==> src/design/alist_pkg.sv <==
// shared types, codes and constants for the array list block
`default_nettype none

package alist_pkg;

  localparam int CAPACITY_DEF = 8;
  localparam int DATA_W       = 32;
  localparam int REQ_W        = 3;
  localparam int POS_W        = 4;
  localparam int STATUS_W     = 3;
  localparam int CNT_OUT_W    = 4;
  localparam int IN_W         = 40;  // req_type, position, value, padded to bytes
  localparam int OUT_W        = 48;  // status .. list_full, padded to bytes

  typedef enum logic [REQ_W-1:0] {
    REQ_INSERT  = 3'd0,
    REQ_DELETE  = 3'd1,
    REQ_SEARCH  = 3'd2,
    REQ_READOUT = 3'd3,
    REQ_STATUS  = 3'd4
  } req_e;

  typedef enum logic [STATUS_W-1:0] {
    STATUS_OK        = 3'd0,
    STATUS_FULL      = 3'd1,
    STATUS_EMPTY     = 3'd2,
    STATUS_BAD_POS   = 3'd3,
    STATUS_NOT_FOUND = 3'd4
  } status_e;

  typedef enum logic [3:0] {
    ST_IDLE,
    ST_DECODE,
    ST_INS_RD,
    ST_INS_WR,
    ST_DEL_RD,
    ST_DEL_WR,
    ST_SRCH_RD,
    ST_SRCH_CMP,
    ST_RO_RD,
    ST_RO_OUT,
    ST_RESP
  } state_e;

  typedef enum logic [2:0] {
    IDX_HOLD,
    IDX_COUNT,
    IDX_POS,
    IDX_ZERO,
    IDX_INC,
    IDX_DEC
  } idx_op_e;

  typedef enum logic [1:0] {
    RD_NONE,
    RD_PREV,
    RD_NEXT,
    RD_IDX
  } rd_op_e;

  typedef enum logic [1:0] {
    WR_NONE,
    WR_RDATA,
    WR_VALUE
  } wr_op_e;

  typedef enum logic [1:0] {
    CNT_HOLD,
    CNT_INC,
    CNT_DEC
  } cnt_op_e;

  // controller to datapath
  typedef struct packed {
    logic    load_req;
    idx_op_e idx_op;
    rd_op_e  rd_op;
    wr_op_e  wr_op;
    cnt_op_e cnt_op;
    logic    out_load;
    status_e out_status;
    logic    out_pos;    // report idx+1 as position
    logic    out_entry;  // report read data as entry value
    logic    out_last;
  } ctrl_cmd_t;

  // datapath to controller
  typedef struct packed {
    logic [REQ_W-1:0] req_type;
    logic             cnt_zero;
    logic             cnt_full;
    logic             ins_bad;
    logic             del_bad;
    logic             ins_done;
    logic             idx_last;
    logic             match;
    logic             out_free;
  } dp_stat_t;

endpackage

`default_nettype wire

==> src/design/alist_ctrl.sv <==
// controller state machine for the array list block
`default_nettype none

module alist_ctrl (
  input  wire logic                 clk_i,
  input  wire logic                 rst_ni,
  input  wire logic                 in_valid_i,
  output logic                      in_ready_o,
  input  wire alist_pkg::dp_stat_t  stat_i,
  output alist_pkg::ctrl_cmd_t      cmd_o
);

  alist_pkg::state_e  state_q, state_d;
  alist_pkg::status_e resp_q, resp_d;
  logic               hit_q, hit_d;

  always_ff @(posedge clk_i or negedge rst_ni) begin
    if (!rst_ni) begin
      state_q <= alist_pkg::ST_IDLE;
      resp_q  <= alist_pkg::STATUS_OK;
      hit_q   <= 1'b0;
    end else begin
      state_q <= state_d;
      resp_q  <= resp_d;
      hit_q   <= hit_d;
    end
  end

  // next state
  always_comb begin
    state_d = state_q;
    resp_d  = resp_q;
    hit_d   = hit_q;
    unique case (state_q)
      alist_pkg::ST_IDLE: begin
        if (in_valid_i) begin
          state_d = alist_pkg::ST_DECODE;
        end
      end
      alist_pkg::ST_DECODE: begin
        hit_d  = 1'b0;
        resp_d = alist_pkg::STATUS_OK;
        unique case (stat_i.req_type)
          alist_pkg::REQ_INSERT: begin
            if (stat_i.cnt_full) begin
              resp_d  = alist_pkg::STATUS_FULL;
              state_d = alist_pkg::ST_RESP;
            end else if (stat_i.ins_bad) begin
              resp_d  = alist_pkg::STATUS_BAD_POS;
              state_d = alist_pkg::ST_RESP;
            end else begin
              state_d = alist_pkg::ST_INS_RD;
            end
          end
          alist_pkg::REQ_DELETE: begin
            if (stat_i.cnt_zero) begin
              resp_d  = alist_pkg::STATUS_EMPTY;
              state_d = alist_pkg::ST_RESP;
            end else if (stat_i.del_bad) begin
              resp_d  = alist_pkg::STATUS_BAD_POS;
              state_d = alist_pkg::ST_RESP;
            end else begin
              state_d = alist_pkg::ST_DEL_RD;
            end
          end
          alist_pkg::REQ_SEARCH: begin
            if (stat_i.cnt_zero) begin
              resp_d  = alist_pkg::STATUS_EMPTY;
              state_d = alist_pkg::ST_RESP;
            end else begin
              state_d = alist_pkg::ST_SRCH_RD;
            end
          end
          alist_pkg::REQ_READOUT: begin
            if (stat_i.cnt_zero) begin
              resp_d  = alist_pkg::STATUS_EMPTY;
              state_d = alist_pkg::ST_RESP;
            end else begin
              state_d = alist_pkg::ST_RO_RD;
            end
          end
          alist_pkg::REQ_STATUS: begin
            state_d = alist_pkg::ST_RESP;
          end
          default: begin
            state_d = alist_pkg::ST_IDLE;  // unknown request, no result
          end
        endcase
      end
      alist_pkg::ST_INS_RD: begin
        state_d = stat_i.ins_done ? alist_pkg::ST_RESP : alist_pkg::ST_INS_WR;
      end
      alist_pkg::ST_INS_WR: begin
        state_d = alist_pkg::ST_INS_RD;
      end
      alist_pkg::ST_DEL_RD: begin
        state_d = stat_i.idx_last ? alist_pkg::ST_RESP : alist_pkg::ST_DEL_WR;
      end
      alist_pkg::ST_DEL_WR: begin
        state_d = alist_pkg::ST_DEL_RD;
      end
      alist_pkg::ST_SRCH_RD: begin
        state_d = alist_pkg::ST_SRCH_CMP;
      end
      alist_pkg::ST_SRCH_CMP: begin
        if (stat_i.match) begin
          hit_d   = 1'b1;
          state_d = alist_pkg::ST_RESP;
        end else if (stat_i.idx_last) begin
          resp_d  = alist_pkg::STATUS_NOT_FOUND;
          state_d = alist_pkg::ST_RESP;
        end else begin
          state_d = alist_pkg::ST_SRCH_RD;
        end
      end
      alist_pkg::ST_RO_RD: begin
        state_d = alist_pkg::ST_RO_OUT;
      end
      alist_pkg::ST_RO_OUT: begin
        if (stat_i.out_free) begin
          state_d = stat_i.idx_last ? alist_pkg::ST_IDLE : alist_pkg::ST_RO_RD;
        end
      end
      alist_pkg::ST_RESP: begin
        if (stat_i.out_free) begin
          state_d = alist_pkg::ST_IDLE;
        end
      end
      default: begin
        state_d = alist_pkg::ST_IDLE;
      end
    endcase
  end

  // outputs
  always_comb begin
    in_ready_o        = 1'b0;
    cmd_o             = '0;
    cmd_o.idx_op      = alist_pkg::IDX_HOLD;
    cmd_o.rd_op       = alist_pkg::RD_NONE;
    cmd_o.wr_op       = alist_pkg::WR_NONE;
    cmd_o.cnt_op      = alist_pkg::CNT_HOLD;
    cmd_o.out_status  = alist_pkg::STATUS_OK;
    unique case (state_q) inside
      alist_pkg::ST_IDLE: begin
        in_ready_o     = 1'b1;
        cmd_o.load_req = in_valid_i;
      end
      alist_pkg::ST_DECODE: begin
        unique case (stat_i.req_type) inside
          alist_pkg::REQ_INSERT:  cmd_o.idx_op = alist_pkg::IDX_COUNT;
          alist_pkg::REQ_DELETE:  cmd_o.idx_op = alist_pkg::IDX_POS;
          alist_pkg::REQ_SEARCH,
          alist_pkg::REQ_READOUT: cmd_o.idx_op = alist_pkg::IDX_ZERO;
          default:                cmd_o.idx_op = alist_pkg::IDX_HOLD;
        endcase
      end
      alist_pkg::ST_INS_RD: begin
        if (stat_i.ins_done) begin
          cmd_o.wr_op  = alist_pkg::WR_VALUE;
          cmd_o.cnt_op = alist_pkg::CNT_INC;
        end else begin
          cmd_o.rd_op = alist_pkg::RD_PREV;
        end
      end
      alist_pkg::ST_INS_WR: begin
        cmd_o.wr_op  = alist_pkg::WR_RDATA;
        cmd_o.idx_op = alist_pkg::IDX_DEC;
      end
      alist_pkg::ST_DEL_RD: begin
        if (stat_i.idx_last) begin
          cmd_o.cnt_op = alist_pkg::CNT_DEC;
        end else begin
          cmd_o.rd_op = alist_pkg::RD_NEXT;
        end
      end
      alist_pkg::ST_DEL_WR: begin
        cmd_o.wr_op  = alist_pkg::WR_RDATA;
        cmd_o.idx_op = alist_pkg::IDX_INC;
      end
      alist_pkg::ST_SRCH_RD,
      alist_pkg::ST_RO_RD: begin
        cmd_o.rd_op = alist_pkg::RD_IDX;
      end
      alist_pkg::ST_SRCH_CMP: begin
        if (!stat_i.match && !stat_i.idx_last) begin
          cmd_o.idx_op = alist_pkg::IDX_INC;
        end
      end
      alist_pkg::ST_RO_OUT: begin
        if (stat_i.out_free) begin
          cmd_o.out_load  = 1'b1;
          cmd_o.out_pos   = 1'b1;
          cmd_o.out_entry = 1'b1;
          cmd_o.out_last  = stat_i.idx_last;
          if (!stat_i.idx_last) begin
            cmd_o.idx_op = alist_pkg::IDX_INC;
          end
        end
      end
      alist_pkg::ST_RESP: begin
        if (stat_i.out_free) begin
          cmd_o.out_load   = 1'b1;
          cmd_o.out_status = resp_q;
          cmd_o.out_pos    = hit_q;
          cmd_o.out_last   = 1'b1;
        end
      end
      default: begin
        in_ready_o = 1'b0;
      end
    endcase
  end

endmodule

`default_nettype wire

==> src/design/alist_dp.sv <==
// datapath of the array list block: entry memory, count, walk index, result register
`default_nettype none

module alist_dp #(
  parameter int CAPACITY = alist_pkg::CAPACITY_DEF
) (
  input  wire logic                           clk_i,
  input  wire logic                           rst_ni,
  input  wire logic [alist_pkg::REQ_W-1:0]    req_type_i,
  input  wire logic [alist_pkg::POS_W-1:0]    position_i,
  input  wire logic [alist_pkg::DATA_W-1:0]   value_i,
  input  wire alist_pkg::ctrl_cmd_t           cmd_i,
  output alist_pkg::dp_stat_t                 stat_o,
  input  wire logic                           out_ready_i,
  output logic                                out_valid_o,
  output logic [alist_pkg::OUT_W-1:0]         out_data_o,
  output logic                                out_last_o
);

  localparam int CW = $clog2(CAPACITY + 1);
  localparam int AW = (CAPACITY > 1) ? $clog2(CAPACITY) : 1;
  localparam int PW = ((CW > alist_pkg::POS_W) ? CW : alist_pkg::POS_W) + 1;
  localparam int PAD_W = alist_pkg::OUT_W - alist_pkg::STATUS_W - alist_pkg::POS_W
                         - alist_pkg::DATA_W - alist_pkg::CNT_OUT_W - 2;

  logic [alist_pkg::DATA_W-1:0] mem [CAPACITY];

  logic [alist_pkg::REQ_W-1:0]  req_type_q;
  logic [alist_pkg::POS_W-1:0]  pos_q;
  logic [alist_pkg::DATA_W-1:0] value_q;
  logic [alist_pkg::DATA_W-1:0] rdata_q;
  logic [CW-1:0]                count_q, count_d;
  logic [AW-1:0]                idx_q, idx_d;
  logic [AW-1:0]                rd_addr;
  logic [alist_pkg::DATA_W-1:0] wr_data;
  logic [PW-1:0]                idx_ext, cnt_ext, pos_ext;
  logic                         cnt_full;
  logic                         out_valid_q;
  logic [alist_pkg::OUT_W-1:0]  out_data_q, out_data_d;
  logic                         out_last_q;
  logic                         out_free;

  assign idx_ext  = PW'(idx_q);
  assign cnt_ext  = PW'(count_q);
  assign pos_ext  = PW'(pos_q);
  assign cnt_full = (cnt_ext >= PW'(CAPACITY));
  assign out_free = !out_valid_q || out_ready_i;

  always_ff @(posedge clk_i) begin
    if (cmd_i.load_req) begin
      req_type_q <= req_type_i;
      pos_q      <= position_i;
      value_q    <= value_i;
    end
  end

  always_comb begin
    unique case (cmd_i.idx_op)
      alist_pkg::IDX_COUNT: idx_d = AW'(count_q);
      alist_pkg::IDX_POS:   idx_d = AW'(pos_ext - PW'(1));
      alist_pkg::IDX_ZERO:  idx_d = '0;
      alist_pkg::IDX_INC:   idx_d = idx_q + AW'(1);
      alist_pkg::IDX_DEC:   idx_d = idx_q - AW'(1);
      default:              idx_d = idx_q;
    endcase
  end

  always_comb begin
    unique case (cmd_i.cnt_op)
      alist_pkg::CNT_INC: count_d = count_q + CW'(1);
      alist_pkg::CNT_DEC: count_d = count_q - CW'(1);
      default:            count_d = count_q;
    endcase
  end

  always_ff @(posedge clk_i or negedge rst_ni) begin
    if (!rst_ni) begin
      idx_q   <= '0;
      count_q <= '0;
    end else begin
      idx_q   <= idx_d;
      count_q <= count_d;
    end
  end

  // one read and one write port, registered read data
  always_comb begin
    unique case (cmd_i.rd_op)
      alist_pkg::RD_PREV: rd_addr = idx_q - AW'(1);
      alist_pkg::RD_NEXT: rd_addr = idx_q + AW'(1);
      default:            rd_addr = idx_q;
    endcase
  end

  assign wr_data = (cmd_i.wr_op == alist_pkg::WR_VALUE) ? value_q : rdata_q;

  always_ff @(posedge clk_i) begin
    if (cmd_i.rd_op != alist_pkg::RD_NONE) begin
      rdata_q <= mem[rd_addr];
    end
    if (cmd_i.wr_op != alist_pkg::WR_NONE) begin
      mem[idx_q] <= wr_data;
    end
  end

  // result register, fields listed from the high bit down
  always_comb begin
    out_data_d = {
      PAD_W'(0),
      cnt_full,
      (count_q == '0),
      alist_pkg::CNT_OUT_W'(count_q),
      cmd_i.out_entry ? rdata_q : alist_pkg::DATA_W'(0),
      cmd_i.out_pos ? alist_pkg::POS_W'(idx_ext + PW'(1)) : alist_pkg::POS_W'(0),
      cmd_i.out_status
    };
  end

  always_ff @(posedge clk_i or negedge rst_ni) begin
    if (!rst_ni) begin
      out_valid_q <= 1'b0;
    end else if (cmd_i.out_load) begin
      out_valid_q <= 1'b1;
    end else if (out_ready_i) begin
      out_valid_q <= 1'b0;
    end
  end

  always_ff @(posedge clk_i) begin
    if (cmd_i.out_load) begin
      out_data_q <= out_data_d;
      out_last_q <= cmd_i.out_last;
    end
  end

  assign out_valid_o = out_valid_q;
  assign out_data_o  = out_data_q;
  assign out_last_o  = out_last_q;

  always_comb begin
    stat_o          = '0;
    stat_o.req_type = req_type_q;
    stat_o.cnt_zero = (count_q == '0);
    stat_o.cnt_full = cnt_full;
    stat_o.ins_bad  = (pos_ext == '0) || (pos_ext > cnt_ext + PW'(1));
    stat_o.del_bad  = (pos_ext == '0) || (pos_ext > cnt_ext);
    stat_o.ins_done = (idx_ext == pos_ext - PW'(1));
    stat_o.idx_last = (idx_ext + PW'(1) == cnt_ext);
    stat_o.match    = (rdata_q == value_q);
    stat_o.out_free = out_free;
  end

endmodule

`default_nettype wire

==> src/design/array_list_insert_delete_search.sv <==
// top level of the array list block: ordered list with insert, delete, search and read-out
//
//  channel  | dir | tdata fields (low bit up)                        | tlast
//  ---------+-----+--------------------------------------------------+---------------
//  s_axis   | in  | req_type[3] position[4] value[32] pad[1]         | -
//  m_axis   | out | status[3] found_position[4] entry_value[32]      | final result
//           |     | entry_count[4] list_empty[1] list_full[1] pad[3] | of the request
//
//  one request is worked at a time; s_axis_tready is high only while the controller is idle
//  status request: decode, then result; insert and delete move each entry by a read and
//  a write, insert from the tail down to the position, then writes the value; delete from
//  the position to the tail; search and read-out step through the single memory read port
//  a stalled m_axis holds the result register and blocks the next result, not the next accept
//  reset clears the count and the controller; entry memory needs no clearing pass
`default_nettype none

module array_list_insert_delete_search #(
  parameter int CAPACITY = alist_pkg::CAPACITY_DEF
) (
  input  wire logic                         clk_i,
  input  wire logic                         rst_ni,
  // request transaction
  input  wire logic                         s_axis_tvalid,
  output logic                              s_axis_tready,
  input  wire logic [alist_pkg::IN_W-1:0]   s_axis_tdata,   // req_type, position, value
  // result transaction
  output logic                              m_axis_tvalid,
  input  wire logic                         m_axis_tready,
  output logic [alist_pkg::OUT_W-1:0]       m_axis_tdata,   // status, found_position,
                                                            // entry_value, entry_count,
                                                            // list_empty, list_full
  output logic                              m_axis_tlast
);

  alist_pkg::ctrl_cmd_t cmd;
  alist_pkg::dp_stat_t  stat;

  // request fields, lowest first
  logic [alist_pkg::REQ_W-1:0]  req_type;
  logic [alist_pkg::POS_W-1:0]  position;
  logic [alist_pkg::DATA_W-1:0] value;

  assign req_type = s_axis_tdata[alist_pkg::REQ_W-1:0];
  assign position = s_axis_tdata[alist_pkg::REQ_W +: alist_pkg::POS_W];
  assign value    = s_axis_tdata[alist_pkg::REQ_W + alist_pkg::POS_W +: alist_pkg::DATA_W];

  // sequencer: decodes the request, walks the list, schedules results
  alist_ctrl u_ctrl (
    .clk_i      (clk_i),
    .rst_ni     (rst_ni),
    .in_valid_i (s_axis_tvalid),
    .in_ready_o (s_axis_tready),
    .stat_i     (stat),
    .cmd_o      (cmd)
  );

  // entry store, count, walk index and the result register
  alist_dp #(
    .CAPACITY (CAPACITY)
  ) u_dp (
    .clk_i       (clk_i),
    .rst_ni      (rst_ni),
    .req_type_i  (req_type),
    .position_i  (position),
    .value_i     (value),
    .cmd_i       (cmd),
    .stat_o      (stat),
    .out_ready_i (m_axis_tready),
    .out_valid_o (m_axis_tvalid),
    .out_data_o  (m_axis_tdata),
    .out_last_o  (m_axis_tlast)
  );

endmodule

`default_nettype wire

==> config.mk <==
export PLATFORM = sky130hd
export DESIGN_NAME = array_list_insert_delete_search
export DESIGN_NICKNAME = d
export VERILOG_FILES = /design/src/design/alist_pkg.sv /design/src/design/alist_ctrl.sv /design/src/design/alist_dp.sv /design/src/design/array_list_insert_delete_search.sv
export SDC_FILE = /design/constraint.sdc
export NUM_CORES = 1
export LEC_CHECK = 0
export BUFFER_PORTS_ARGS = -buffer_cell sky130_fd_sc_hd__buf_4
export CORE_AREA = 8 8 173 208
export CTS_CLUSTER_DIAMETER = 50
export DETAILED_ROUTE_END_ITERATION = 8
export DIE_AREA = 0 0 181 216
export HOLD_SLACK_MARGIN = 0.08
export PLACE_DENSITY_LB_ADDON = 0.2
export SYNTH_ARGS = -nofsm -noshare
export SYNTH_HDL_FRONTEND = slang
export SYNTH_SLANG_ARGS = --single-unit
==> constraint.sdc <==
create_clock -name clk_i -period 10.61 [get_ports clk_i]
set_clock_uncertainty 0.15 [all_clocks]
set_input_delay 0.5305 -clock clk_i [delete_from_list [all_inputs] [get_ports clk_i]]
set_output_delay 0.5305 -clock clk_i [all_outputs]
set_load 0.02 [all_outputs]
# [Yosys cells after proc, flatten, opt, wreduce, memory -nomap -nowiden]
# Memories as Yosys holds them, arrays and structs flattened. A register that Yosys moved wholly into a read port is not among the register bits.
# Index checks and enable logic that the tools add are counted.
[totals] out_inout_bits=51 ff_bits=101 ram_bits=256 n_memories=1 input_bits=44 word_cells=138
[classes] eq_ne=33 reduce_logical=24 addsub=7 order_cmp=3 mux=56
[memory_table] memory="u_dp.mem" words=8 width=32 rd=1 rd_ports_with_merged_regs=1 write_ports=1 line_no="alist_dp.sv:26" source="logic [alist_pkg::DATA_W-1:0] mem [CAPACITY];"
[op_table] op="$mux 4" n=14
[op_table] op="$pmux 4 s11" n=1
[op_table] op="$eq 32x32->1" n=1
[op_table] op="$mux 32" n=1
[op_table] op="$pmux 3 s5" n=2
[op_table] op="$mux 3" n=8
[op_table] op="$pmux 4 s5" n=1
[op_table] op="$eq 4x3->1 const B" n=4
[op_table] op="$eq 3x2->1 const B" n=4
[op_table] op="$eq 4x4->1 const B" n=3
[op_table] op="$mux 2" n=6
[op_table] op="$pmux 2 s3" n=2
[op_table] op="$pmux 3 s2" n=2
[op_table] op="$mux 1" n=10
[op_table] op="$reduce_bool 2->1" n=5
[op_table] op="$eq 3x3->1 const B" n=3
[op_table] op="$pmux 3 s3" n=1
[op_table] op="$eq 4x2->1 const B" n=2
[op_table] op="$logic_not 4->1" n=2
[op_table] op="$ne 2x1->1 const B" n=4
[op_table] op="$pmux 1 s2" n=4
[op_table] op="$pmux 2 s2" n=2
[op_table] op="$pmux 4 s2" n=1
[op_table] op="$eq 2x2->1 const B" n=3
[op_table] op="26 further kinds" n=37

# [Logic depth before layout (Yosys ltp)]
[logic_depth] ltp_word=8 mapped_depth=15

# [Cells and area by module]
# A second synthesis with hierarchy kept.
[hier_totals] cells_unflattened=981 area_unflattened_um2=16480.8
[by_module_without_submodules] mod="alist_dp" cells_per_inst=867 area_per_inst_um2=15670.0 seq_area_each_um2=11400.9 n_inst=1
[by_module_without_submodules] mod="alist_ctrl" cells_per_inst=114 area_per_inst_um2=810.8 seq_area_each_um2=200.2 n_inst=1

# [Worst setup path after synthesis]
# No wires, ideal clock.
[synth_timing] path_kind="register to register" start="register u_dp.pos_q[0] in the netlist's numbering" end="memory u_dp.mem[1][0] in the netlist's numbering (enable)" slack_ps=5996 path_stages_with_launch=9 setup_ps=461 arrival_time_ps=4003 path_buffers=0 path_cell_list="edfxtp_1 inv_1 ha_1 xor2_1 nand4_1 nor3_1 nand4_1 a21o_1 nor3_1"
[synth_via] elab_chain_len=7
[synth_rtl] item="from (decl)" line_no="alist_dp.sv:29" source="logic [alist_pkg::POS_W-1:0] pos_q;"
[synth_rtl] item="from (signal assigned)" line_no="alist_dp.sv:52" source="pos_q <= position_i;"
[synth_rtl] item="$sub 4x1->5"
[synth_rtl] item="$eq 3x5->1" line_no="alist_dp.sv:147" source="stat_o.ins_done = (idx_ext == pos_ext - PW'(1));"
[synth_rtl] item="$mux 4" line_no="alist_ctrl.sv:159" source="if (stat_i.ins_done) begin"
[synth_rtl] item="$pmux 2 s2" line_no="alist_ctrl.sv:144" source="unique case (state_q) inside"
[synth_rtl] item="$reduce_bool 2->1" line_no="alist_dp.sv:101" source="if (cmd_i.wr_op != alist_pkg::WR_NONE) begin"
[synth_rtl] item="$mux 1" line_no="alist_dp.sv:101"
[synth_rtl] item="$mux 1 (implied by the code)" line_no="alist_dp.sv:102" source="mem[idx_q] <= wr_data;"
[synth_rtl] item="to (decl)" line_no="alist_dp.sv:26"
# Every way passes these cells.

# [Worst setup path after layout]
[layout_timing] start="register u_dp.idx_q[0]" end="register u_dp.rdata_q[3] in the netlist's numbering, read port of u_dp.mem (data pin)"
[layout_via] elab_chain_len=6 word_cells_on_any_way=12 classes_between="add/sub (3); eq/ne (4); mux (4); reduce/logical (1)"
[layout_rtl] item="from (decl)" line_no="alist_dp.sv:33" source="logic [AW-1:0] idx_q, idx_d;"
[layout_rtl] item="from (signal assigned)" line_no="alist_dp.sv:81" source="idx_q <= idx_d;"
[layout_rtl] item="$add 3x1->4" line_no="alist_dp.sv:148" source="stat_o.idx_last = (idx_ext + PW'(1) == cnt_ext);"
[layout_rtl] item="$eq 5x4->1" line_no="alist_dp.sv:148"
[layout_rtl] item="$mux 2" line_no="alist_ctrl.sv:171" source="if (stat_i.idx_last) begin"
[layout_rtl] item="$pmux 2 s3" line_no="alist_ctrl.sv:144"
[layout_rtl] item="$eq 2x2->1 or $eq 2x1->1 (tied branches)" line_no="alist_dp.sv:88" source="unique case (cmd_i.rd_op)"
[layout_rtl] item="$pmux 3 s2" line_no="alist_dp.sv:88"
[layout_rtl] item="to (decl)" line_no="alist_dp.sv:31" source="logic [alist_pkg::DATA_W-1:0] rdata_q;"
# Parallel ways exist; a longest one is shown, timed or not.
# A chain may end at the register's enable or synchronous reset.

==> results.sh <==
export IMPL_outcome="finished, final reports clean"
export IMPL_viasPerCell=5.74
export IMPL_htree_levels=2
export IMPL_r2r_slack_ns=5.11
export IMPL_cts_tree="yes"
export IMPL_clkPwrFrac_pct=23.5
export IMPL_die_h_um=216
export IMPL_synth_edf_count=373
export IMPL_fmax_mhz=182
export IMPL_crit_type="register to register"
export IMPL_diodes=0
export IMPL_hold_buffers=40
export IMPL_drive_gt1_share_pct=29.5
export IMPL_grt_antenna_before_repair=1
export IMPL_crit_slowest_cell="buf_4"
export IMPL_grt_total_usage_pct=18.1
export IMPL_slew_headroom_pct=39.7
export IMPL_synth_cells=871
export IMPL_die_x_um=181
export IMPL_drv_slew=0
export IMPL_worst_path_largest_cell_delay_ns=0.76
export IMPL_place_ws_ns=5.00
export IMPL_hold_slack_ns=0.267
export IMPL_core_area_um2=32700
export IMPL_leakagePower_nw=6.47
export IMPL_ys_types=62
export IMPL_die_area_um2=39100
export IMPL_ys_ff_latch=389
export IMPL_wl_per_cell_um=23.8
export IMPL_post_cts_resized=0
export IMPL_clock_path_buffers=3
export IMPL_combPwrFrac_pct=37.1
export IMPL_fin_ws_ns=5.11
export IMPL_cp_cell_sequence="clkinv_1 > ha_1 > xor2_1 > or3_1 > o21ai_0 > a21oi_1 > inv_1 > ha_1 > nor2_1 > a21oi_4 > buf_4 > buf_4 > mux4_2 > mux2_2"
export IMPL_area_growth_pct=18.7
export IMPL_hold_class="input port to async pin"
export IMPL_irDropWorstVdd_uv=189
export IMPL_hold_viol_final=0
export IMPL_synthFlopType="edfxtp_1"
export IMPL_crit_path_max_fanout=40
export IMPL_yosysWarnings=0
export IMPL_power_switching_mw=1.94
export IMPL_pwr_share_seq_pct=39.4
export IMPL_pin_count=95
export IMPL_cp_arrival_ns=5.64
export IMPL_fin_nets=1088
export IMPL_route_detailed_drc=0
export IMPL_fillers=2456
export IMPL_dp_hpwl_mm=19.6
export IMPL_portBuffers=90
export IMPL_drt_iter0_markers=744
export IMPL_clkSinkCount=389
export IMPL_critPathLaunchType="register"
export IMPL_sw_frac_of_total_pct=31.9
export IMPL_period_share_pct=51.9
export IMPL_max_cap_violations=0
export IMPL_cts_setup_buffers=0
export IMPL_ys_seq_area_share_pct=72.2
export IMPL_drtPass1Iterations=7
export IMPL_rsz0062_at_grt="no"
export IMPL_grt_pass1_vias=8913
export IMPL_setup_tns_final_ns=0
export IMPL_row_count=73
export IMPL_cts_buffers=41
export IMPL_routabilityCongestion=0.885
export IMPL_power_density_nw_per_um2=318
export IMPL_syn_area_per_cell_um2=18.4
export IMPL_layout_min_cycle_time_ns=5.50
export IMPL_drt_total_wl_mm=34.9
export IMPL_reg2reg_from="u_dp.idx_q[0]"
export IMPL_endpoint_kind="register"
export IMPL_root_buffer="clkbuf_16"
export IMPL_worstSkewPairLatency_ns=0.55
export IMPL_initial_core_util_pct=49.1
export IMPL_clk_pin_slew_ns=0.06
export IMPL_grt_max_degree=61
export IMPL_tightest_slew_ns=0.904
export IMPL_via_count=8404
export IMPL_crit_family="buffers and inverters"
export IMPL_timing_rr_end="u_dp.rdata_q[3]"
export IMPL_p_int_mw=4.12
export IMPL_grt_pass1_wl_mm=53.4
export IMPL_ant_nets=0
export IMPL_syn_cell_area_um2=16100
export IMPL_worst_path_buf_inv=4
export IMPL_rr_worst_depth=14
export IMPL_grt_overflow_total=0
export IMPL_critPathRequiredTime_ns=10.74
export IMPL_synthArstFlopShare_pct=4.11
export IMPL_setup_viol=0
[cells by family after synthesis]
family / after synthesis / share of synthesized area, %
DFF: 389 / 72.2
and+or+nand+nor: 148 / 5.09
muxes: 131 / 13.7
AOI/OAI and AO/OA: 77 / 3.34
buffers and inverters: 59 / 1.54
xor gates and xnor gates: 46 / 2.51
adders and majority gates: 20 / 1.61
other: 1 / 0.0234
[Yosys cell counts (all sizes together) (10+ instances only)]
cell type | number | area (µm²)
and2 | 38 | 238
ha | 19 | 238
buf | 15 | 82.6
mux4 | 64 | 1440
nand2 | 15 | 56.3
mux2 | 64 | 721
inv | 18 | 67.6
nor3 | 15 | 75.1
edfxtp | 373 | 11200
xor2 | 37 | 324
a21oi | 15 | 75.1
o21ai | 18 | 90.1
clkbuf | 25 | 93.8
nor2 | 26 | 97.6
nor4 | 10 | 62.6
dfrtp | 16 | 400
[power by group through the flow]
stage / Sequential [mW] / Combinational (mW) / Clock, mW
floorplan: 2.37 / 1.66 / 0
global placement: 2.41 / 2.24 / 0
detailed placement: 2.41 / 2.28 / 0
CTS: 2.38 / 2.30 / 1.46
global route: 2.41 / 2.46 / 1.51
finish: 2.38 / 2.25 / 1.43
[per-layer routing]
metal	GRT usage [%]	up-vias	share of wire (%)
li1	-	3766	-
met1	22.6	4297	41
met2	31.0	277	50
met3	3.85	62	5.8
met4	6.13	2	2.7
met5	0	-	0.037
[through the flow]
stage	area, µm²	util, %	std cells	power (mW)
after floorplan	16100	-	873	4.03
after global placement	17300	53.0	1353	4.65
after detailed placement	17300	53.0	1353	4.70
after CTS	19100	58.3	1464	6.14
after global routing	19100	58.3	1464	6.38
final	19100	58.3	1464	6.06
[how the worst max path moves through the flow]
stage	from	to	slack, ns	depth (start not counted)
2_1_floorplan	u_dp.pos_q[0]	u_dp.mem[1][0]	6.00	8
3_3_place_gp	u_dp.idx_q[0]	u_dp.rdata_q[5]	5.08	14
3_5_place_dp	u_dp.idx_q[0]	u_dp.rdata_q[29]	5.00	14
4_1_cts	u_dp.idx_q[0]	u_dp.rdata_q[7]	5.00	14
5_1_grt	u_dp.idx_q[0]	u_dp.rdata_q[6]	4.66	14
6_report	u_dp.idx_q[0]	u_dp.rdata_q[3]	5.11	14
[flip-flops by register name (all words and copies together), names as in the netlist]
signal            count
u_dp.mem            256
u_dp.out_data_o      45
u_dp.rdata_q         32
u_dp.value_q         32
u_ctrl.state_q        4
u_dp.count_q          4
u_dp.pos_q            4
u_ctrl.resp_q         3
u_dp.idx_q            3
u_dp.req_type_q       3
u_ctrl.hit_q          1
u_dp.out_last_o       1
u_dp.out_valid_o      1
[layout by cell type, fill, tap and decap left out, types with 3 or more instances in the layout]
master and n:
edfxtp_1 373, buf_4 108, mux2_2 64, mux4_2 64
clkbuf_16 43, dlygate4sd3_1 40, and2_1 37, xor2_1 37
ha_1 19, inv_1 18, nor2_1 18, o21ai_0 17
dfrtp_1 16, nand2_1 15, nor3_1 13, a21oi_1 13
nor4_1 10, xnor2_1 9, nor2b_1 9, clkinv_1 9
nand2b_1 7, nor2_4 7, clkbuf_1 7, nand3_1 6
nand4_1 5, a21o_1 5, or3_1 5, o211ai_1 5
bufinv_16 5, o21a_1 4, nor3b_1 4, o31ai_1 3
conb_1 3, inv_6 3, clkinv_2 3
[cell type report]
cell class                 instances  area [µm²]  share of cell area [%]
clock inverter                    21         238                    1.25
timing repair buffer             148        1210                    6.36
tap                              412         515                    2.70
inverter                          19        71.3                   0.374
sequential                       389       11600                    60.9
clock buffer                      50        1100                    5.78
multi-input combinational        425        4320                    22.7
(Power assumes the default switching activity.)
